===== config.mk =====
export PLATFORM = sky130hd
export DESIGN_NAME = sector_skew_table_builder_unit
export DESIGN_NICKNAME = d
export VERILOG_FILES = /design/src/rtl/sstb_pkg.sv /design/src/rtl/sstb_ctrl.sv /design/src/rtl/sstb_dp.sv /design/src/rtl/sector_skew_table_builder_unit.sv
export SDC_FILE = /design/constraint.sdc
export NUM_CORES = 1
export LEC_CHECK = 0
export ABC_AREA = 1
export BUFFER_PORTS_ARGS = -buffer_cell sky130_fd_sc_hd__buf_4
export CAP_MARGIN = 30
export CORE_UTILIZATION = 42
export DETAILED_ROUTE_END_ITERATION = 6
export GPL_ROUTABILITY_DRIVEN = 0
export SYNTH_ARGS = -nofsm -noshare
export SYNTH_HDL_FRONTEND = slang
export SYNTH_HIERARCHICAL = 1
export SYNTH_SLANG_ARGS = --single-unit

===== constraint.sdc =====
create_clock -name clock -period 7.85 [get_ports clock]
set_clock_uncertainty 0.1 [all_clocks]
set_input_delay 1.9625 -clock clock [delete_from_list [all_inputs] [get_ports clock]]
set_output_delay 1.9625 -clock clock [all_outputs]
set_load 0.02 [all_outputs]

===== src/rtl/sstb_pkg.sv =====
// Shared constants, types and search functions for the sector skew table builder.
package sstb_pkg;

   localparam int MAX_SECTORS = 64;
   localparam int SLOT_W      = $clog2(MAX_SECTORS);
   localparam int CNT_W       = SLOT_W + 1;
   localparam int SKEW_W      = 8;

   localparam logic [CNT_W-1:0] MAX_COUNT = CNT_W'(MAX_SECTORS);

   typedef logic [MAX_SECTORS-1:0] map_type;

   typedef struct packed {
      logic start;
      logic reduce_step;
      logic emit;
   } cmd_type;

   typedef struct packed {
      logic count_zero;
      logic reduce_done;
      logic last_entry;
      logic out_ready;
   } status_type;

   function automatic logic [SLOT_W-1:0] lowest_set(input map_type v);
      logic [SLOT_W-1:0] idx;
      idx = '0;
      for (int i = MAX_SECTORS - 1; i >= 0; i--) begin
         if (v[i]) idx = SLOT_W'(i);
      end
      return idx;
   endfunction

   function automatic logic [SLOT_W-1:0] highest_set(input map_type v);
      logic [SLOT_W-1:0] idx;
      idx = '0;
      for (int i = 0; i < MAX_SECTORS; i++) begin
         if (v[i]) idx = SLOT_W'(i);
      end
      return idx;
   endfunction

endpackage


===== src/rtl/sstb_ctrl.sv =====
// Controller state machine: request intake, step reduction and table emission.
module sstb_ctrl import sstb_pkg::*; (
   input  logic       clock,
   input  logic       reset,
   input  logic       req_valid,
   output logic       req_stall,
   input  status_type status,
   output cmd_type    cmd
);

   localparam logic [1:0] ST_IDLE   = 2'd0;
   localparam logic [1:0] ST_REDUCE = 2'd1;
   localparam logic [1:0] ST_EMIT   = 2'd2;

   logic [1:0] state_ff, state_in;

   assign req_stall = (state_ff != ST_IDLE);

   always_comb begin
      cmd         = '0;
      cmd.start   = (state_ff == ST_IDLE) && req_valid;
      cmd.reduce_step = (state_ff == ST_REDUCE) && !status.reduce_done;
      cmd.emit    = (state_ff == ST_EMIT) && status.out_ready;
   end

   always_comb begin
      state_in = state_ff;
      unique case (state_ff)
         ST_IDLE: begin
            if (req_valid) state_in = ST_REDUCE;
         end
         ST_REDUCE: begin
            if (status.count_zero) state_in = ST_IDLE;
            else if (status.reduce_done) state_in = ST_EMIT;
         end
         ST_EMIT: begin
            if (status.out_ready && status.last_entry) state_in = ST_IDLE;
         end
         default: state_in = ST_IDLE;
      endcase
   end

   always_ff @(posedge clock) begin
      if (reset) begin
         state_ff <= ST_IDLE;
      end else begin
         state_ff <= state_in;
      end
   end

endmodule


===== src/rtl/sstb_dp.sv =====
// Datapath: occupancy map, candidate stepping, free slot search and result register.
module sstb_dp import sstb_pkg::*; (
   input  logic                     clock,
   input  logic                     reset,
   input  logic signed [SKEW_W-1:0] req_skew,
   input  logic [CNT_W-1:0]         req_sector_count,
   input  cmd_type                  cmd,
   output status_type               status,
   output logic                     rsp_valid,
   input  logic                     rsp_stall,
   output logic [SLOT_W-1:0]        rsp_logical_index,
   output logic [SLOT_W-1:0]        rsp_slot,
   output logic                     rsp_last
);

   logic [CNT_W-1:0]  count_ff, count_in;
   logic              backward_ff, backward_in;
   logic [SKEW_W-1:0] step_ff, step_in;
   logic [CNT_W-1:0]  index_ff, index_in;
   logic [SLOT_W-1:0] cand_ff, cand_in;
   map_type           occ_ff, occ_in;
   logic              out_valid_ff, out_valid_in;
   logic [SLOT_W-1:0] out_index_ff, out_index_in;
   logic [SLOT_W-1:0] out_slot_ff, out_slot_in;
   logic              out_last_ff, out_last_in;

   logic [SKEW_W-1:0] skew_mag;
   logic [CNT_W-1:0]  sat_count;
   logic [SKEW_W-1:0] count_ext;
   logic [CNT_W:0]    cand_sum;
   logic [CNT_W:0]    count_wide;
   map_type           free_map, fwd_map, bwd_map;
   logic [SLOT_W-1:0] found;
   logic              last_entry;

   assign skew_mag  = req_skew[SKEW_W-1] ? SKEW_W'(-req_skew) : SKEW_W'(req_skew);
   assign sat_count = (req_sector_count > MAX_COUNT) ? MAX_COUNT : req_sector_count;
   assign count_ext = SKEW_W'(count_ff);
   assign count_wide = (CNT_W+1)'(count_ff);
   assign last_entry = (index_ff == count_ff - CNT_W'(1));

   always_comb begin
      for (int i = 0; i < MAX_SECTORS; i++) begin
         free_map[i] = !occ_ff[i] && (CNT_W'(i) < count_ff);
         fwd_map[i]  = free_map[i] && (SLOT_W'(i) >= cand_ff);
         bwd_map[i]  = free_map[i] && (SLOT_W'(i) <= cand_ff);
      end
   end

   always_comb begin
      if (backward_ff) begin
         found = (bwd_map != '0) ? highest_set(bwd_map) : highest_set(free_map);
      end else begin
         found = (fwd_map != '0) ? lowest_set(fwd_map) : lowest_set(free_map);
      end
   end

   assign cand_sum = (CNT_W+1)'(cand_ff) + (CNT_W+1)'(step_ff);

   always_comb begin
      count_in     = count_ff;
      backward_in  = backward_ff;
      step_in      = step_ff;
      index_in     = index_ff;
      cand_in      = cand_ff;
      occ_in       = occ_ff;
      out_valid_in = out_valid_ff && rsp_stall;
      out_index_in = out_index_ff;
      out_slot_in  = out_slot_ff;
      out_last_in  = out_last_ff;
      if (cmd.start) begin
         count_in    = sat_count;
         backward_in = req_skew[SKEW_W-1];
         step_in     = skew_mag;
         index_in    = '0;
         cand_in     = '0;
         occ_in      = '0;
      end
      if (cmd.reduce_step) begin
         step_in = step_ff - count_ext;
      end
      if (cmd.emit) begin
         occ_in[found] = 1'b1;
         index_in      = index_ff + CNT_W'(1);
         cand_in       = (cand_sum >= count_wide) ? SLOT_W'(cand_sum - count_wide)
                                                  : SLOT_W'(cand_sum);
         out_valid_in  = 1'b1;
         out_index_in  = index_ff[SLOT_W-1:0];
         out_slot_in   = found;
         out_last_in   = last_entry;
      end
   end

   always_ff @(posedge clock) begin
      if (reset) begin
         out_valid_ff <= 1'b0;
         index_ff     <= '0;
         occ_ff       <= '0;
      end else begin
         out_valid_ff <= out_valid_in;
         index_ff     <= index_in;
         occ_ff       <= occ_in;
      end
   end

   always_ff @(posedge clock) begin
      count_ff     <= count_in;
      backward_ff  <= backward_in;
      step_ff      <= step_in;
      cand_ff      <= cand_in;
      out_index_ff <= out_index_in;
      out_slot_ff  <= out_slot_in;
      out_last_ff  <= out_last_in;
   end

   assign status.count_zero  = (count_ff == '0);
   assign status.reduce_done = (step_ff < count_ext);
   assign status.last_entry  = last_entry;
   assign status.out_ready   = !out_valid_ff || !rsp_stall;

   assign rsp_valid         = out_valid_ff;
   assign rsp_logical_index = out_index_ff;
   assign rsp_slot          = out_slot_ff;
   assign rsp_last          = out_last_ff;

endmodule


===== src/rtl/sector_skew_table_builder_unit.sv =====
// Top level of the sector skew table builder: controller plus datapath.
//
//   channel | direction | transfer when         | fields
//   req     | in        | req_valid & !req_stall | skew, sector_count
//   rsp     | out       | rsp_valid & !rsp_stall | logical_index, slot, last
//
// A request is taken only when the controller is idle. After intake the step
// magnitude is reduced modulo the count, one subtraction a cycle, then one entry
// per cycle is produced while rsp_stall is low, each using a combinational
// find-first-free over the 64-bit map.
// Reset is synchronous and empties the result register; rsp_stall holds the
// result register and pauses the emission.
module sector_skew_table_builder_unit import sstb_pkg::*; (
   input  logic                     clock,
   input  logic                     reset,
   input  logic                     req_valid,
   output logic                     req_stall,
   input  logic signed [SKEW_W-1:0] req_skew,
   input  logic [CNT_W-1:0]         req_sector_count,
   output logic                     rsp_valid,
   input  logic                     rsp_stall,
   output logic [SLOT_W-1:0]        rsp_logical_index,
   output logic [SLOT_W-1:0]        rsp_slot,
   output logic                     rsp_last
);

   cmd_type    cmd;
   status_type status;

   sstb_ctrl u_ctrl (
      .clock     (clock),
      .reset     (reset),
      .req_valid (req_valid),
      .req_stall (req_stall),
      .status    (status),
      .cmd       (cmd)
   );

   sstb_dp u_dp (
      .clock             (clock),
      .reset             (reset),
      .req_skew          (req_skew),
      .req_sector_count  (req_sector_count),
      .cmd               (cmd),
      .status            (status),
      .rsp_valid         (rsp_valid),
      .rsp_stall         (rsp_stall),
      .rsp_logical_index (rsp_logical_index),
      .rsp_slot          (rsp_slot),
      .rsp_last          (rsp_last)
   );

endmodule


Yosys cells after proc, flatten, opt, wreduce, memory -nomap -nowiden
Index checks and enable logic that the tools add are counted.
- register bits: 109
- bits of input ports: 19
- output and inout bits: 15
- logic and storage cells: 770
- add/sub/neg operators: 6
- magnitude comparators: 197
- equal/unequal tests: 6
- muxes and demuxes: 275
- bitwise operators: 1
- reductions and logical operators: 274
- operator list (operator ; number):
    6-bit two-way mux ; 198
    6-bit by 7-bit less-than comparator with 1-bit output (first input constant) ; 32
    1-bit logical AND ; 198
    6-bit greater-or-equal comparator (first input constant) ; 32
    6-bit <= comparator (first input constant) ; 32
    5-bit two-way mux ; 32
    64-bit two-way mux ; 2
    64-bit nonzero test ; 2
    5-bit by 7-bit less-than comparator with 1-bit output (first input constant) ; 16
    5-bit by 6-bit greater-or-equal comparator with 1-bit output (first input constant) ; 16
    5-bit by 6-bit <= comparator with 1-bit output (first input constant) ; 16
    1-bit logical NOT ; 67
    4-bit two-way mux ; 16
    64-bit bitwise OR ; 1
    4-bit by 7-bit less-than comparator with 1-bit output (first input constant) ; 8
    4-bit by 6-bit greater-or-equal comparator with 1-bit output (first input constant) ; 8
    4-bit by 6-bit <= comparator with 1-bit output (first input constant) ; 8
    3-bit by 7-bit less-than comparator with 1-bit output (first input constant) ; 4
    3-bit by 6-bit greater-or-equal comparator with 1-bit output (first input constant) ; 4
    3-bit by 6-bit <= comparator with 1-bit output (first input constant) ; 4
    3-bit two-way mux ; 8
    8-bit two-way mux ; 3
    2-bit two-way mux ; 8
    1-bit by 7-bit less-than comparator with 1-bit output (first input constant) ; 2
    other kinds (30) ; 42

Depth between registers and ports, before layout
- depth in word-level cells: 75
- depth in mapped cells: 74
- mapped depth without buffers: 72

Modules after synthesis
The synthesis kept the hierarchy.
- modules (own cells, without submodules) (module ; times used ; cells an instance ; area each (sq um) ; sequential area each (sq um)):
    sstb_dp ; 1 ; 1800 ; 10163.5 ; 2492.4
    sstb_ctrl ; 1 ; 24 ; 138.9 ; 40.0

Worst setup path after synthesis
No wires, ideal clock.
- path kind: register to register
- from: register u_dp.count_ff[5]
- to: register u_dp.out_slot_ff[0] (netlist: u_dp/rsp_slot[0]), data pin
- library setup time: 0.256 ns
- arrival: 4.209 ns
- data required time: 7.494 ns
- slack: 3.285 ns
- stages on the path, launching flop included: 70
- path buffers: 1
- clock period less this slack: 4.565 ns
- cells stage by stage: edfxtp_1 -> nor2_2 -> nand2_4 -> a21oi_2 -> nor2_2 -> nand2_1 -> nand2_1 -> nand2_1 -> nand2_1 -> nand2_1 -> nand2_1 -> nand2_1 -> nand2_1 -> nand2_1 -> nand2_1 -> nand2_1 -> nand2_1 -> nand2_1 -> (+34 left out) -> nand2_1 -> nand2_1 -> nand2_1 -> nand2_1 -> nand2_1 -> nand2_1 -> nand2_1 -> nand2_1 -> nand2_1 -> nand2_1 -> nand2_1 -> nand2_1 -> nand2_1 -> nand2_1 -> nand2_1 -> nand3_2 -> nand2_4 -> buf_6
- word-level cells in the longest chain between the ends: 69
- RTL lines (what ; RTL line ; text):
    from (decl) ; sstb_dp.sv:16 ; logic [CNT_W-1:0] count_ff, count_in;
    from (signal assigned) ; sstb_dp.sv:107 ; count_ff <= count_in;
    6-bit by 7-bit less-than comparator with 1-bit output ; sstb_dp.sv:44 ; free_map[i] = !occ_ff[i] && (CNT_W'(i) < count_ff);
    1-bit logical AND ; sstb_dp.sv:44 ;
    1-bit logical AND ; sstb_dp.sv:45 ; fwd_map[i] = free_map[i] && (SLOT_W'(i) >= cand_ff);
    6-bit two-way mux (64 in series) ; sstb_pkg.sv:30 ; if (v[i]) idx = SLOT_W'(i);
    6-bit two-way mux ; sstb_dp.sv:54 ; found = (fwd_map != '0) ? lowest_set(fwd_map) : lowest_set(free_map);
    6-bit two-way mux (*) ; sstb_dp.sv:51 ; if (backward_ff) begin
    named net u_dp.found[0] ; sstb_dp.sv:33 ; logic [SLOT_W-1:0] found;
    to (signal assigned) ; sstb_dp.sv:112 ; out_slot_ff <= out_slot_in;
    to (decl) ; sstb_dp.sv:24 ; logic [SLOT_W-1:0] out_slot_ff, out_slot_in;
Mark *: on every way through the listed nets, which the timed path passes. The rest lies on a longest branch.
A chain may end at the register's enable or synchronous reset.

Worst setup path after layout
- from: register u_dp.count_ff[5]
- to: register u_dp.occ_ff[60]
- word-level cells in the longest chain between the ends: 75
- RTL lines (what ; RTL line ; text):
    6-bit by 7-bit less-than comparator with 1-bit output ; sstb_dp.sv:44 ;
    1-bit logical AND ; sstb_dp.sv:44 ;
    1-bit logical AND ; sstb_dp.sv:45 ;
    6-bit two-way mux (64 in series) ; sstb_pkg.sv:30 ;
    6-bit two-way mux ; sstb_dp.sv:54 ;
    6-bit two-way mux (*) ; sstb_dp.sv:51 ;
    named net u_dp.found[1] ; sstb_dp.sv:33 ;
    6-bit by 7-bit less-than comparator with 1-bit output (implied by the code) / 6-bit by 1-bit greater-or-equal comparator with 1-bit output (equally long branches) ; sstb_dp.sv:83 ; occ_in[found] = 1'b1;
    1-bit logical AND (implied by the code) ; sstb_dp.sv:83 ;
    1-bit two-way mux (implied by the code) ; sstb_dp.sv:83 ;
    1-bit demux with 6-bit select (*) ; -- ;
    64-bit bitwise OR (no line) (*) ; -- ;
    64-bit two-way mux (*) ; sstb_dp.sv:82 ; if (cmd.emit) begin
    to (signal assigned) ; sstb_dp.sv:102 ; occ_ff <= occ_in;
    to (decl) ; sstb_dp.sv:21 ; map_type occ_ff, occ_in;
Marks and branches as above.

==> results_dict.tcl <==
set metrics [dict create \
    nFillCells 2587 \
    synthDominantAreaCellType "nand2_1" \
    max_cap_violations 0 \
    die_area_um2 25200 \
    cts.clk_slew.worst_paths_ps 70 \
    regToRegStartpoint "u_dp/count_ff[5]" \
    number_of_distinct_library_cell_variants_in_the_gate_level_netlist_after_synthesis 54 \
    die-height_um 159 \
    crit_path_top_delay_cell "nor2_2" \
    worst_setup_path_start_kind "register" \
    static-leakage-power_nw 5.40 \
    criticalPathCategory "reg -> reg" \
    remaining_drc_errors 0 \
    post_synth_inst_count 1824 \
    worst_case_setup_slack_after_placement_ps 1590 \
    insertion_delay_ps 360 \
    synth_fa_ha_area_share_pct 3.62 \
    finalWorstSetupSlack_ps 1420 \
    critical-path-top-cell-by-count "a21oi_1" \
    wire_length_of_the_first_global_routing_pass_um 54800 \
    total_track_usage_pct 28.8 \
    htree_levels 3 \
    worst_r2r_endpoint "u_dp/occ_ff[60]" \
    p_total_mw 3.91 \
    run_status "finished clean" \
    worst-r2r-cell-count 27 \
    seqCellArea_um2 2530 \
    syn_area_um2 10300 \
    yosys-mux-area-fraction_pct 0 \
    area_growth_pct 7.49 \
    io-pin-count 34 \
    vias_per_cell 5.24 \
    synth_largest_type_area_fraction_pct 20.5 \
    postLayoutCellArea_um2 11100 \
    fin_crit_ps 6430 \
    first_global_vias 10100 \
    tightest_slew_ps 888 \
    hold_path_class "reg -> reg" \
    netlist_top_cells_count "563 x nand2_1, 289 x inv_1, 273 x nor2_1" \
    final_hold_viol_count 0 \
    critPathRequiredTime_ps 8040 \
    dp.cells 2142 \
    worst_hold_path.num_cells 2 \
    cts.sinks 109 \
    cts_tree "yes" \
    critical_path.max_stage_delay_ps 690 \
    worst_setup_path_startpoint "u_dp/count_ff[5]" \
    clock_path_buffers 2 \
    layout.cells.non_filler 2158 \
    drt-initial-drc-count 1230 \
    critical_path.max_fanout 12 \
    rsz0062_at_grt "false" \
    synth-async-reset-ratio_pct 0 \
    yosys.area_share.simple_pct 42.3 \
    final_core_utilization_pct 46.6 \
    nets_final 1881 \
    ys.flop_type "dfxtp_1" \
    synthesis.area_per_instance_um2 5.65 \
    post_cts_hold_buffer_count 0 \
    route.detailed.wl_per_inst_um 16.2 \
    endpoint "u_dp/occ_ff[60]" \
    proportion_of_layout_cells_with_a_drive_suffix_above_1_pct 5.76 \
    ys.warnings.count 6 \
    post_cts.repair.setup_buffers 0 \
    synthMostInstantiatedCell "nand2_1" \
    highest_clock_frequency_the_design_can_meet_mhz 156 \
    synth_enable_flop_cells 35 \
    timing.final.max_slew_violations 0 \
    ir_drop_v 0.000133 \
    r2r_slack_ps 1420 \
    crit_path_end_kind "register" \
    route.vias.total 11300 \
    finalHoldWorstSlack_ps 367 \
    cts-buffers-inserted 9 \
    cp_top_family "compound AO/OA/AOI/OAI gates" \
    antenna_found_initial 0 \
    relSlewSlack_pct 40.6 \
    clock_tree.root_cell "clkbuf_16" \
    ffs_latches_synth 109 \
    ys_top_cells_by_area "nand2_1 21%, dfxtp_1 14%, inv_1 11%" \
    first_pass_iters 6 \
    final.setup.tns_ps 0 \
    dpl_cell_area_um2 10800 \
    post_synth_xor_area_fraction_pct 1.62 \
    compound_gate_portion_of_the_synthesized_area_pct 14.6 \
    core_area_um2 23800 \
    setup_viol 0 \
    synth-seq-area-share_pct 24.6 \
    grt_remaining_overflow 0 \
    cellPowerDensity_nw_per_um2 353 \
    place.detailed.hpwl_um 27800 \
    synth.net_count 1871 \
    die_width_um 159 \
    critPathArrivalTime_ps 6620 \
    initial_core_util_pct 43.4 \
    num_rows 56 \
    port-buffer-count 33 \
    multiInputGateArea_um2 6400 \
    ant_nets 0 \
    timing.critical_path.depth 27 \
    period_share_pct 81.9 \
    grt_max_degree 72 \
    antenna_cells_inserted 0 \
    routed_wl_um 35000 \
    post_cts.resized_instances 0 \
    synth_top_family_by_area "simple AND/OR/NAND/NOR gates" \
    timing.critical_path.buf_inv 2 \
]
## state kept, by name, summed over array words and instances, names as in the netlist
signal                  flops
u_dp/rsp_valid              1
u_dp/count_ff               7
u_dp/index_ff               7
u_dp/occ_ff                64
u_dp/step_ff                8
u_ctrl/state_ff             2
u_dp/rsp_slot               6
u_dp/cand_ff                6
u_dp/rsp_last               1
u_dp/backward_ff            1
u_dp/rsp_logical_index      6
## tightest hold or removal path, cell delays in order, from the launching register on
cell and delay [ps]:
dfxtp_1 310, nand2_1 60, a21oi_1 60
## cells by family after synthesis
family                   after synthesis
AND/OR/NAND/NOR                     1045
buffers and inverters                344
AO/OA/AOI/OAI                        279
flip-flops                           109
adder cells (fa/ha/maj)               28
XOR/XNOR                              19
## worst min path at each step
stage                                 end             from  slack (ps)
final                     u_dp/occ_ff[57]  u_dp/occ_ff[57]         370
after global routing      u_dp/occ_ff[60]  u_dp/occ_ff[60]         390
after detailed placement  u_dp/occ_ff[51]  u_dp/occ_ff[51]         360
after CTS                 u_dp/occ_ff[51]  u_dp/occ_ff[51]         370
after floorplan           u_dp/occ_ff[57]  u_dp/occ_ff[57]         340
after global placement    u_dp/occ_ff[57]  u_dp/occ_ff[57]         350
## report_power, final
| group | leakage [nW] | internal, mW | switching, mW |
|---|---|---|---|
| clock network | 0.140 | 0.249 | 0.218 |
| registers | 0.933 | 0.667 | 0.108 |
| logic | 4.32 | 0.778 | 1.89 |
## cell usage in the layout, fill, tap and decap left out, types with 6 or more instances in the layout
master / Yosys / layout
inv_2: 11 / 12
o21bai_1: 7 / 7
inv_1: 289 / 288
nand2_1: 563 / 563
or2_2: 7 / 7
xor2_1: 14 / 14
o21ai_1: 6 / 6
nand4_1: 39 / 39
nand3_1: 82 / 82
dfxtp_1: 74 / 74
nor2_2: 11 / 11
buf_4: 4 / 42
nor3_1: 42 / 42
o21ai_0: 78 / 78
nor4_1: 6 / 6
edfxtp_1: 35 / 35
ha_1: 25 / 25
clkbuf_16: 0 / 9
a21oi_1: 153 / 153
nor2_1: 273 / 273
o31ai_1: 7 / 7
## cell type report
| class | count | share of cell area (%) |
|---|---|---|
| Timing Repair Buffer | 42 | 2.85 |
| Clock buffer | 11 | 2.10 |
| Inverter | 301 | 10.2 |
| Tap cell | 319 | 3.60 |
| Clock inverter | 5 | 0.520 |
| Sequential cell | 109 | 22.9 |
| Multi-Input combinational cell | 1371 | 57.8 |
## per-layer routing
layer | GRT usage [%] | vias up | wire, um
met1 | 40.8 | 5043 | 16400
met5 | 0 | - | 0
li1 | - | 5788 | -
met4 | 9.75 | 0 | 1140
met3 | 5.06 | 58 | 2760
met2 | 43.6 | 422 | 14800
Note: power is estimated with default switching activity, not from simulation.
